**config.mk**
```make
export PLATFORM = sky130hd
export DESIGN_NAME = near_mv_candidate_search_core_flat
export DESIGN_NICKNAME = d
export VERILOG_FILES = /design/src/nmvcs_pkg.sv /design/src/nmvcs_ifs.sv /design/src/near_mv_candidate_search_core.sv /design/src/flat_wrapper.sv
export VERILOG_INCLUDE_DIRS = /design/src /design/src/src
export SDC_FILE = /design/constraint.sdc
export NUM_CORES = 1
export LEC_CHECK = 0
export ABC_AREA = 1
export BUFFER_PORTS_ARGS = -buffer_cell sky130_fd_sc_hd__buf_2
export CORE_AREA = 2 2 345 176
export DETAILED_ROUTE_END_ITERATION = 8
export DIE_AREA = 0 0 347 178
export MAX_ROUTING_LAYER = met4
export PLACE_DENSITY = 0.57
export SETUP_SLACK_MARGIN = 0.1
export SLEW_MARGIN = 5
export SYNTH_ARGS = -nofsm -noshare
export SYNTH_HDL_FRONTEND = slang
export SYNTH_SLANG_ARGS = --single-unit
```
**constraint.sdc**
```tcl
create_clock -name clk -period 18.15 [get_ports clk]
set_input_delay 0.9075 -clock clk [delete_from_list [all_inputs] [get_ports clk]]
set_output_delay 0.9075 -clock clk [all_outputs]
set_load 0.01 [all_outputs]
```
**src/near_mv_candidate_search_core_macros.svh**
```systemverilog
// Assertion macros shared by the near motion vector candidate search RTL.
`ifndef NEAR_MV_CANDIDATE_SEARCH_CORE_MACROS_SVH
`define NEAR_MV_CANDIDATE_SEARCH_CORE_MACROS_SVH

// Same-cycle implication, checked on clk and disabled during rst.
`define NMVCS_ASSERT_IMP(name, ante, cons, msg) \
  name: assert property (@(posedge clk) disable iff (rst) (ante) |-> (cons)) else $error(msg);

// Next-cycle implication, checked on clk and disabled during rst.
`define NMVCS_ASSERT_NXT(name, ante, cons, msg) \
  name: assert property (@(posedge clk) disable iff (rst) (ante) |=> (cons)) else $error(msg);

`endif

```
**src/nmvcs_pkg.sv**
```systemverilog
// Types, constants and helper functions for the near motion vector candidate search.
package nmvcs_pkg;

  localparam int MV_W    = 16;
  localparam int INFO_W  = 3;
  localparam int REF_W   = 2;
  localparam int POS_W   = 8;
  localparam int BIAS_W  = 4;
  localparam int PROB_W  = 8;
  localparam int CNT_W   = 3;
  localparam int PADDR_W = 4;
  localparam int PDATA_W = 32;
  localparam int MB_SHIFT = 7;
  localparam int CNT_SAT = 5;

  localparam logic [1:0] REG_SIGN_BIAS = 2'd0;
  localparam logic [1:0] REG_MB_COLS   = 2'd1;
  localparam logic [1:0] REG_MB_ROWS   = 2'd2;

  typedef logic [MV_W-1:0] mv_comp_t;

  typedef struct packed {
    mv_comp_t x;
    mv_comp_t y;
  } vec_t;

  typedef struct packed {
    logic [REF_W-1:0]  current_ref;
    logic [INFO_W-1:0] above_info;
    vec_t              above_vec;
    logic [INFO_W-1:0] left_info;
    vec_t              left_mv;
    logic [INFO_W-1:0] corner_info;
    vec_t              corner_mv;
    logic [POS_W-1:0]  mb_col;
    logic [POS_W-1:0]  mb_row;
  } ctx_t;

  typedef struct packed {
    vec_t              best;
    vec_t              nearest;
    vec_t              near;
    logic [PROB_W-1:0] prob_zero;
    logic [PROB_W-1:0] prob_nearest;
    logic [PROB_W-1:0] prob_near;
    logic [PROB_W-1:0] prob_split;
  } cand_t;

  localparam logic [PROB_W-1:0] PROB_TAB [CNT_SAT+1][4] = '{
    '{8'd7,   8'd1,   8'd1,   8'd143},
    '{8'd14,  8'd18,  8'd14,  8'd107},
    '{8'd135, 8'd64,  8'd57,  8'd68},
    '{8'd60,  8'd56,  8'd128, 8'd65},
    '{8'd159, 8'd134, 8'd128, 8'd34},
    '{8'd234, 8'd188, 8'd128, 8'd28}
  };

  // When the bounds cross, a value above hi gets hi and any other value gets lo.
  function automatic mv_comp_t clamp_comp(input mv_comp_t v,
                                          input logic signed [MV_W:0] lo,
                                          input logic signed [MV_W:0] hi);
    logic signed [MV_W:0] v_ext;
    logic signed [MV_W:0] r;
    v_ext = $signed({v[MV_W-1], v});
    r = (v_ext < lo) ? lo : v_ext;
    if (v_ext > hi) begin
      r = hi;
    end
    return r[MV_W-1:0];
  endfunction

  function automatic logic [PROB_W-1:0] prob_lookup(input logic [CNT_W-1:0] cnt,
                                                    input logic [1:0] col);
    logic [CNT_W-1:0] c;
    c = (cnt > CNT_W'(CNT_SAT)) ? CNT_W'(CNT_SAT) : cnt;
    return PROB_TAB[c][col];
  endfunction

endpackage

```
**src/nmvcs_ifs.sv**
```systemverilog
// Valid/ready channel interfaces for macroblock contexts and candidate results.
interface nmvcs_ctx_if;
  import nmvcs_pkg::*;
  logic                     valid;
  logic                     ready;
  logic [REF_W-1:0]         current_ref;
  logic [INFO_W-1:0]        above_info;
  logic signed [MV_W-1:0]   above_mv_x;
  logic signed [MV_W-1:0]   above_mv_y;
  logic [INFO_W-1:0]        left_info;
  logic signed [MV_W-1:0]   left_mv_x;
  logic signed [MV_W-1:0]   left_mv_y;
  logic [INFO_W-1:0]        corner_info;
  logic signed [MV_W-1:0]   corner_mv_x;
  logic signed [MV_W-1:0]   corner_mv_y;
  logic [POS_W-1:0]         mb_col;
  logic [POS_W-1:0]         mb_row;

  modport source (output valid, current_ref, above_info, above_mv_x, above_mv_y,
                  left_info, left_mv_x, left_mv_y, corner_info, corner_mv_x,
                  corner_mv_y, mb_col, mb_row, input ready);
  modport sink (input valid, current_ref, above_info, above_mv_x, above_mv_y,
                left_info, left_mv_x, left_mv_y, corner_info, corner_mv_x,
                corner_mv_y, mb_col, mb_row, output ready);
endinterface

interface nmvcs_cand_if;
  import nmvcs_pkg::*;
  logic                     valid;
  logic                     ready;
  logic signed [MV_W-1:0]   best_x;
  logic signed [MV_W-1:0]   best_y;
  logic signed [MV_W-1:0]   nearest_x;
  logic signed [MV_W-1:0]   nearest_y;
  logic signed [MV_W-1:0]   near_x;
  logic signed [MV_W-1:0]   near_y;
  logic [PROB_W-1:0]        prob_zero;
  logic [PROB_W-1:0]        prob_nearest;
  logic [PROB_W-1:0]        prob_near;
  logic [PROB_W-1:0]        prob_split;

  modport source (output valid, best_x, best_y, nearest_x, nearest_y, near_x, near_y,
                  prob_zero, prob_nearest, prob_near, prob_split, input ready);
  modport sink (input valid, best_x, best_y, nearest_x, nearest_y, near_x, near_y,
                prob_zero, prob_nearest, prob_near, prob_split, output ready);
endinterface

```
**src/near_mv_candidate_search_core.sv**
```systemverilog
// Top level of the near motion vector candidate search: APB registers and a two-register pipeline.
// One macroblock context enters per transaction and yields exactly one candidate transaction:
// best, nearest and near vectors clamped to a one-macroblock border, plus the four mode-tree
// probabilities. The block sustains one transaction per clock cycle while cand.ready stays high;
// a result passes from the context register to the result register, with only combinational
// logic between them. The context register accepts a new transaction while a finished result waits
// at the output, if the context register is empty. Registers sign_bias_bits, frame_mb_cols and
// frame_mb_rows sit at byte addresses 0, 4 and 8 and should only be written while idle.
`include "near_mv_candidate_search_core_macros.svh"

module near_mv_candidate_search_core (
  input  logic                            clk,
  input  logic                            rst,
  nmvcs_ctx_if.sink                       ctx,
  nmvcs_cand_if.source                    cand,
  input  logic                            psel,
  input  logic                            penable,
  input  logic                            pwrite,
  input  logic [nmvcs_pkg::PADDR_W-1:0]   paddr,
  input  logic [nmvcs_pkg::PDATA_W-1:0]   pwdata,
  output logic [nmvcs_pkg::PDATA_W-1:0]   prdata,
  output logic                            pready
);
  import nmvcs_pkg::*;

  logic [BIAS_W-1:0] sign_bias_bits;
  logic [POS_W-1:0]  frame_mb_cols;
  logic [POS_W-1:0]  frame_mb_rows;

  logic  s1_valid;
  ctx_t  s1;
  logic  o_valid;
  cand_t o_res;
  logic  adv;
  ctx_t  ctx_in;
  cand_t res_next;

  logic [1:0] reg_idx;
  logic       cfg_wr;

  assign pready  = 1'b1;
  assign reg_idx = paddr[PADDR_W-1:2];
  assign cfg_wr  = psel && penable && pwrite;

  always_ff @(posedge clk) begin
    if (rst) begin
      sign_bias_bits <= '0;
      frame_mb_cols  <= POS_W'(1);
      frame_mb_rows  <= POS_W'(1);
    end else if (cfg_wr) begin
      unique case (reg_idx)
        REG_SIGN_BIAS: sign_bias_bits <= pwdata[BIAS_W-1:0];
        REG_MB_COLS:   frame_mb_cols  <= pwdata[POS_W-1:0];
        REG_MB_ROWS:   frame_mb_rows  <= pwdata[POS_W-1:0];
        default: ;
      endcase
    end
  end

  always_comb begin
    unique case (reg_idx)
      REG_SIGN_BIAS: prdata = PDATA_W'(sign_bias_bits);
      REG_MB_COLS:   prdata = PDATA_W'(frame_mb_cols);
      REG_MB_ROWS:   prdata = PDATA_W'(frame_mb_rows);
      default:       prdata = '0;
    endcase
  end

  // Pipeline handshake.
  assign adv       = !o_valid || cand.ready;
  assign ctx.ready = !s1_valid || adv;

  always_comb begin
    ctx_in.current_ref = ctx.current_ref;
    ctx_in.above_info  = ctx.above_info;
    ctx_in.above_vec   = '{x: ctx.above_mv_x, y: ctx.above_mv_y};
    ctx_in.left_info   = ctx.left_info;
    ctx_in.left_mv     = '{x: ctx.left_mv_x, y: ctx.left_mv_y};
    ctx_in.corner_info = ctx.corner_info;
    ctx_in.corner_mv   = '{x: ctx.corner_mv_x, y: ctx.corner_mv_y};
    ctx_in.mb_col      = ctx.mb_col;
    ctx_in.mb_row      = ctx.mb_row;
  end

  always_ff @(posedge clk) begin
    if (rst) begin
      s1_valid <= 1'b0;
    end else if (ctx.ready) begin
      s1_valid <= ctx.valid;
    end
  end

  always_ff @(posedge clk) begin
    if (ctx.ready && ctx.valid) begin
      s1 <= ctx_in;
    end
  end

  // Candidate merge, swap, best choice, clamp and probability lookup.
  logic [INFO_W-1:0]       nb_info [3];
  vec_t                    nb_mv   [3];
  logic [CNT_W-1:0]        nb_w    [3];
  vec_t                    mv      [4];
  logic [CNT_W-1:0]        cnt     [4];
  logic [1:0]              idx;
  vec_t                    v;
  logic                    flip;
  vec_t                    tmp_mv;
  logic [CNT_W-1:0]        tmp_cnt;
  vec_t                    best;
  logic [POS_W:0]          col_p1;
  logic [POS_W:0]          row_p1;
  logic signed [POS_W:0]   col_d;
  logic signed [POS_W:0]   row_d;
  logic signed [MV_W:0]    lft;
  logic signed [MV_W:0]    rgt;
  logic signed [MV_W:0]    top;
  logic signed [MV_W:0]    bot;

  always_comb begin
    nb_info = '{s1.above_info, s1.left_info, s1.corner_info};
    nb_mv   = '{s1.above_vec, s1.left_mv, s1.corner_mv};
    nb_w    = '{CNT_W'(2), CNT_W'(2), CNT_W'(1)};
    for (int i = 0; i < 4; i++) begin
      mv[i]  = '0;
      cnt[i] = '0;
    end
    idx = '0;
    for (int n = 0; n < 3; n++) begin
      flip = sign_bias_bits[nb_info[n][1:0]] ^ sign_bias_bits[s1.current_ref];
      v.x  = flip ? MV_W'(MV_W'(0) - nb_mv[n].x) : nb_mv[n].x;
      v.y  = flip ? MV_W'(MV_W'(0) - nb_mv[n].y) : nb_mv[n].y;
      if (nb_info[n][1:0] != '0) begin
        if ((nb_mv[n].x | nb_mv[n].y) != '0) begin
          if (n == 0 || v != mv[idx]) begin
            idx     = idx + 2'd1;
            mv[idx] = v;
          end
          cnt[idx] = cnt[idx] + nb_w[n];
        end else begin
          cnt[0] = cnt[0] + nb_w[n];
        end
      end
    end

    if (cnt[3] != '0 && mv[3] == mv[1]) begin
      cnt[1] = cnt[1] + CNT_W'(1);
    end

    cnt[3] = CNT_W'((CNT_W'(s1.above_info[2]) + CNT_W'(s1.left_info[2])) << 1)
             + CNT_W'(s1.corner_info[2]);

    if (cnt[2] > cnt[1]) begin
      tmp_cnt = cnt[1];
      tmp_mv  = mv[1];
      cnt[1]  = cnt[2];
      mv[1]   = mv[2];
      cnt[2]  = tmp_cnt;
      mv[2]   = tmp_mv;
    end else begin
      tmp_cnt = '0;
      tmp_mv  = '0;
    end
    best = (cnt[1] >= cnt[0]) ? mv[1] : mv[0];

    col_p1 = {1'b0, s1.mb_col} + (POS_W+1)'(1);
    row_p1 = {1'b0, s1.mb_row} + (POS_W+1)'(1);
    col_d  = $signed({1'b0, frame_mb_cols}) - $signed({1'b0, s1.mb_col});
    row_d  = $signed({1'b0, frame_mb_rows}) - $signed({1'b0, s1.mb_row});
    lft    = -$signed({1'b0, col_p1, MB_SHIFT'(0)});
    top    = -$signed({1'b0, row_p1, MB_SHIFT'(0)});
    rgt    = $signed({col_d[POS_W], col_d, MB_SHIFT'(0)});
    bot    = $signed({row_d[POS_W], row_d, MB_SHIFT'(0)});

    res_next.best.x       = clamp_comp(best.x, lft, rgt);
    res_next.best.y       = clamp_comp(best.y, top, bot);
    res_next.nearest.x    = clamp_comp(mv[1].x, lft, rgt);
    res_next.nearest.y    = clamp_comp(mv[1].y, top, bot);
    res_next.near.x       = clamp_comp(mv[2].x, lft, rgt);
    res_next.near.y       = clamp_comp(mv[2].y, top, bot);
    res_next.prob_zero    = prob_lookup(cnt[0], 2'd0);
    res_next.prob_nearest = prob_lookup(cnt[1], 2'd1);
    res_next.prob_near    = prob_lookup(cnt[2], 2'd2);
    res_next.prob_split   = prob_lookup(cnt[3], 2'd3);
  end

  always_ff @(posedge clk) begin
    if (rst) begin
      o_valid <= 1'b0;
    end else if (adv) begin
      o_valid <= s1_valid;
    end
  end

  always_ff @(posedge clk) begin
    if (adv && s1_valid) begin
      o_res <= res_next;
    end
  end

  assign cand.valid        = o_valid;
  assign cand.best_x       = o_res.best.x;
  assign cand.best_y       = o_res.best.y;
  assign cand.nearest_x    = o_res.nearest.x;
  assign cand.nearest_y    = o_res.nearest.y;
  assign cand.near_x       = o_res.near.x;
  assign cand.near_y       = o_res.near.y;
  assign cand.prob_zero    = o_res.prob_zero;
  assign cand.prob_nearest = o_res.prob_nearest;
  assign cand.prob_near    = o_res.prob_near;
  assign cand.prob_split   = o_res.prob_split;

  `NMVCS_ASSERT_NXT(a_ctx_to_s1, ctx.valid && ctx.ready, s1_valid, "accepted context lost")
  `NMVCS_ASSERT_NXT(a_s1_to_out, s1_valid && adv, o_valid, "context advanced with no result")
  `NMVCS_ASSERT_IMP(a_ready_full, !ctx.ready, s1_valid && o_valid && !cand.ready, "stall with room")
  `NMVCS_ASSERT_IMP(a_swap_order, s1_valid, cnt[2] <= cnt[1], "near weight above nearest weight")

endmodule
```
**src/flat_wrapper.sv**
```systemverilog
// flat-port wrapper written by rule: the top's interface ports become plain ports
module near_mv_candidate_search_core_flat import nmvcs_pkg::*;
  (clk, rst, psel, penable, pwrite, paddr, pwdata, prdata, pready, ctx_valid, ctx_current_ref, ctx_above_info, ctx_above_mv_x, ctx_above_mv_y, ctx_left_info, ctx_left_mv_x, ctx_left_mv_y, ctx_corner_info, ctx_corner_mv_x, ctx_corner_mv_y, ctx_mb_col, ctx_mb_row, ctx_ready, cand_valid, cand_best_x, cand_best_y, cand_nearest_x, cand_nearest_y, cand_near_x, cand_near_y, cand_prob_zero, cand_prob_nearest, cand_prob_near, cand_prob_split, cand_ready);
  nmvcs_ctx_if ctx_i ();
  nmvcs_cand_if cand_i ();
  input  logic clk;
  input  logic rst;
  input  logic psel;
  input  logic penable;
  input  logic pwrite;
  input  logic [nmvcs_pkg::PADDR_W-1:0] paddr;
  input  logic [nmvcs_pkg::PDATA_W-1:0] pwdata;
  output logic [nmvcs_pkg::PDATA_W-1:0] prdata;
  output logic pready;
  input wire logic [$bits(ctx_i.valid)-1:0] ctx_valid;
  input wire logic [$bits(ctx_i.current_ref)-1:0] ctx_current_ref;
  input wire logic [$bits(ctx_i.above_info)-1:0] ctx_above_info;
  input wire logic [$bits(ctx_i.above_mv_x)-1:0] ctx_above_mv_x;
  input wire logic [$bits(ctx_i.above_mv_y)-1:0] ctx_above_mv_y;
  input wire logic [$bits(ctx_i.left_info)-1:0] ctx_left_info;
  input wire logic [$bits(ctx_i.left_mv_x)-1:0] ctx_left_mv_x;
  input wire logic [$bits(ctx_i.left_mv_y)-1:0] ctx_left_mv_y;
  input wire logic [$bits(ctx_i.corner_info)-1:0] ctx_corner_info;
  input wire logic [$bits(ctx_i.corner_mv_x)-1:0] ctx_corner_mv_x;
  input wire logic [$bits(ctx_i.corner_mv_y)-1:0] ctx_corner_mv_y;
  input wire logic [$bits(ctx_i.mb_col)-1:0] ctx_mb_col;
  input wire logic [$bits(ctx_i.mb_row)-1:0] ctx_mb_row;
  output wire logic [$bits(ctx_i.ready)-1:0] ctx_ready;
  output wire logic [$bits(cand_i.valid)-1:0] cand_valid;
  output wire logic [$bits(cand_i.best_x)-1:0] cand_best_x;
  output wire logic [$bits(cand_i.best_y)-1:0] cand_best_y;
  output wire logic [$bits(cand_i.nearest_x)-1:0] cand_nearest_x;
  output wire logic [$bits(cand_i.nearest_y)-1:0] cand_nearest_y;
  output wire logic [$bits(cand_i.near_x)-1:0] cand_near_x;
  output wire logic [$bits(cand_i.near_y)-1:0] cand_near_y;
  output wire logic [$bits(cand_i.prob_zero)-1:0] cand_prob_zero;
  output wire logic [$bits(cand_i.prob_nearest)-1:0] cand_prob_nearest;
  output wire logic [$bits(cand_i.prob_near)-1:0] cand_prob_near;
  output wire logic [$bits(cand_i.prob_split)-1:0] cand_prob_split;
  input wire logic [$bits(cand_i.ready)-1:0] cand_ready;
  assign ctx_i.valid = ctx_valid;
  assign ctx_i.current_ref = ctx_current_ref;
  assign ctx_i.above_info = ctx_above_info;
  assign ctx_i.above_mv_x = ctx_above_mv_x;
  assign ctx_i.above_mv_y = ctx_above_mv_y;
  assign ctx_i.left_info = ctx_left_info;
  assign ctx_i.left_mv_x = ctx_left_mv_x;
  assign ctx_i.left_mv_y = ctx_left_mv_y;
  assign ctx_i.corner_info = ctx_corner_info;
  assign ctx_i.corner_mv_x = ctx_corner_mv_x;
  assign ctx_i.corner_mv_y = ctx_corner_mv_y;
  assign ctx_i.mb_col = ctx_mb_col;
  assign ctx_i.mb_row = ctx_mb_row;
  assign ctx_ready = ctx_i.ready;
  assign cand_valid = cand_i.valid;
  assign cand_best_x = cand_i.best_x;
  assign cand_best_y = cand_i.best_y;
  assign cand_nearest_x = cand_i.nearest_x;
  assign cand_nearest_y = cand_i.nearest_y;
  assign cand_near_x = cand_i.near_x;
  assign cand_near_y = cand_i.near_y;
  assign cand_prob_zero = cand_i.prob_zero;
  assign cand_prob_nearest = cand_i.prob_nearest;
  assign cand_prob_near = cand_i.prob_near;
  assign cand_prob_split = cand_i.prob_split;
  assign cand_i.ready = cand_ready;
  near_mv_candidate_search_core u_core (.clk(clk), .rst(rst), .ctx(ctx_i), .cand(cand_i), .psel(psel), .penable(penable), .pwrite(pwrite), .paddr(paddr), .pwdata(pwdata), .prdata(prdata), .pready(pready));
endmodule
```
==> impl_metrics.yaml <==
yosys:
  synth_cell_types: 59
  synth_mux_area_frac: 0
  synth-seq-area-share: 0.327
  synth_compound_area_frac: 0.112
  syn_area_um2: 23900
  synth_flop_cell: "edfxtp_1"
  yosys-top-cells-count: "nand2_1, inv_1, nor2_1"
  synth_top_family_by_area: "simple AND/OR/NAND/NOR gates"
  synthCells: 3532
  async_flop_share: 0
  synth_enable_flop_cells: 246
  yosys.area_share.adder: 0.0817
  synth.largest_area_cell: "edfxtp_1"
  synthSimpleGateAreaFrac: 0.353
  yosysMostFrequentCell: "nand2_1"
  synth_area_leaders: "edfxtp_1, nand2_1, ha_1"
  syn_area_per_cell_um2: 6.77
  yosys_warnings: 0
  synth-xor-area-share: 0.0286
  netlist.area_leader.share: 0.309
  ys_ff_latch: 268
timing:
  relSlewSlack: 0.0577
  skew_ps: 18.5
  holdWs_ps: 486
  grt_setup_unrepaired: "no"
  fin_setup_tns_ps: 0
  clock.fmax_mhz: 65.4
  slew_viol_final: 0
  worstMarginPinSlew_ps: 1410
  finalHoldViolCount: 0
  period_needed_ps: 15290
  setup_viol: 0
  fin_crit_sh: 0.843
critical_path:
  arrival_ps: 15710
  crit_top_cell: "nand2_1"
  critical_path_class: "flop to flop"
  slowest_delay_ps: 820
  cp_slowest_cell: "a22oi_1"
  critPathRequiredTime_ps: 18570
  end_kind: "flop"
  worstPathMaxFanout: 78
  start_kind: "flop"
drt:
  antenna_left: 0
  wire_per_inst_um: 20.2
  firstDrtPassIters: 6
  drc: 0
  via_count: 24427
  wl_um: 92100
  vias_per_cell: 5.36
  drtIter0Drc: 2882
power_and_ir_drop:
  p_comb_frac: 0.425
  leakage_nw: 13.2
  ir_drop_mv: 0.0617
  seq_power_share: 0.344
  power_density_nw_per_um2: 85.0
  netSwitchingFraction: 0.422
  p_sw_mw: 0.955
  p_int_mw: 1.31
  power_frac_clock: 0.231
  p_total_mw: 2.26
floorplan:
  dieHeight_um: 178
  pin_count: 329
  rows: 63
  die_x_um: 347
  core_um2: 58700
  start_util: 0.407
  die_area_um2: 61800
place:
  dp_hpwl_um: 75000
  place_area_um2: 25900
  port_buffers: 276
  place_congestion: 1.02
clock_tree:
  post-cts-setup-buffer-count: 0
  numCtsBuffers: 25
  cts_sinks: 268
  h-tree-depth: 1
  cts_root_buffer: "clkbuf_16"
  tritoncts: "built"
  path_clk_slew_ps: 70
  clk_latency_ps: 590
  cts_hold_buf: 0
  clk_path_buf_depth: 3
  post_cts_resized: 0
layout:
  final_area_um2: 26600
  drive_gt1_frac: 0.121
  nets: 4079
  syn_to_final_growth_pct: 11.3
  antenna_cells: 0
global_routing:
  antenna_found_initial: 1
  overflow: 0
  grt_pass1_vias: 21260
  grt_max_degree: 79
  grt_first_pass_wirelength_um: 135000
  track_usage: 0.302
flow_run:
  max-cap-violations: 0
status:
  status: "complete, no violations"
worst_hold_path:
  min_path_type: "input port to flop"
## power by group through the flow
stage / Clock [mW] / Combinational (mW) / Sequential (mW)
floorplan: 0 / 0.611 / 0.795
global placement: 0 / 0.919 / 0.790
detailed placement: 0 / 0.925 / 0.790
CTS: 0.539 / 0.930 / 0.777
global route: 0.565 / 1.07 / 0.782
finish: 0.523 / 0.963 / 0.778
## registers in the layout, indices dropped and copies added, names as in the netlist, 2 cells and up
name,flops
u_core.nb_mv,96
u_core.cand.nearest_x,16
u_core.cand.prob_nearest,5
u_core.frame_mb_cols,8
u_core.nb_info,9
u_core.cand.prob_zero,7
u_core.cand.nearest_y,16
u_core.cand.best_y,16
u_core.s1,18
u_core.cand.prob_near,4
u_core.cand.near_x,16
u_core.frame_mb_rows,8
u_core.cand.best_x,16
u_core.sign_bias_bits,4
u_core.cand.prob_split,6
u_core.cand.near_y,16
cand_prob_split,2
## placed cells by master (no fill, tap or decap), types with 6 or more instances in the layout
master and n:
a21oi_1 72, a22oi_1 6, a31oi_1 6, buf_2 276, buf_4 35, clkbuf_16 25
clkinv_1 8, conb_1 27, dfxtp_1 22, edfxtp_1 246, ha_1 153, inv_1 380
inv_2 22, nand2_1 1167, nand2_2 19, nand2_4 10, nand3_1 318, nand3_2 11
nand4_1 53, nor2_1 344, nor2_2 20, nor3_1 23, nor4_1 11, o211ai_1 6
o21a_1 8, o21ai_0 297, o21ai_1 23, o21ai_2 8, o21bai_1 12, o22ai_1 16
or2_2 8, xnor2_1 19, xor2_1 59
## critical path, delay by kind of cell (launching register included)
family	cells	cell delay [ps]
adders and majority gates	4	1140
buffers and inverters	9	2050
and+or+nand+nor	44	8390
AOI/OAI and AO/OA	9	2880
DFF	1	530
## metal layers
| layer | track usage | wire length [um] | up-vias | part of all wire |
|---|---|---|---|---|
| met5 | - | 0 | - | 0 |
| met4 | 0.0457 | 1350 | 0 | 0.015 |
| met3 | 0.125 | 13300 | 82 | 0.14 |
| met2 | 0.346 | 31000 | 1095 | 0.34 |
| met1 | 0.471 | 46400 | 11259 | 0.50 |
| li1 | - | - | 11991 | - |
## kinds of logic after synthesis
group,after synthesis
simple gates,2002
buf+inv,544
compound gates,483
flops,268
fa+ha+maj,155
xor+xnor,78
other cells,2
## through the flow
stage | std cells | util | setup WS [ps]
after floorplan | 3557 | - | 7710
after global placement | 4511 | 0.440 | 3480
after detailed placement | 4511 | 0.440 | 3480
after CTS | 4556 | 0.453 | 3410
after global routing | 4556 | 0.453 | 1850
final | 4556 | 0.453 | 2860
## final cells by class
class	count	area, um2
fill	6117	32100
multi-input combinational	2745	13900
sequential	268	7830
timing repair buffer	311	1640
inverter	407	1530
tap	780	976
clock buffer	30	644
clock inverter	15	133
## worst paths after layout
check	start	end	slack [ps]	depth (start not counted)
hold / removal	ctx_corner_mv_x[10]	u_core.nb_mv[26]	490	1
hold reg to reg	u_core.s1_valid	u_core.s1_valid	530	2
setup / recovery	u_core.nb_mv[88]	u_core.cand.best_y[1]	2860	66
setup reg to reg	u_core.nb_mv[88]	u_core.cand.best_y[1]	2860	66
No activity file was read; power rests on OpenSTA's default activity.
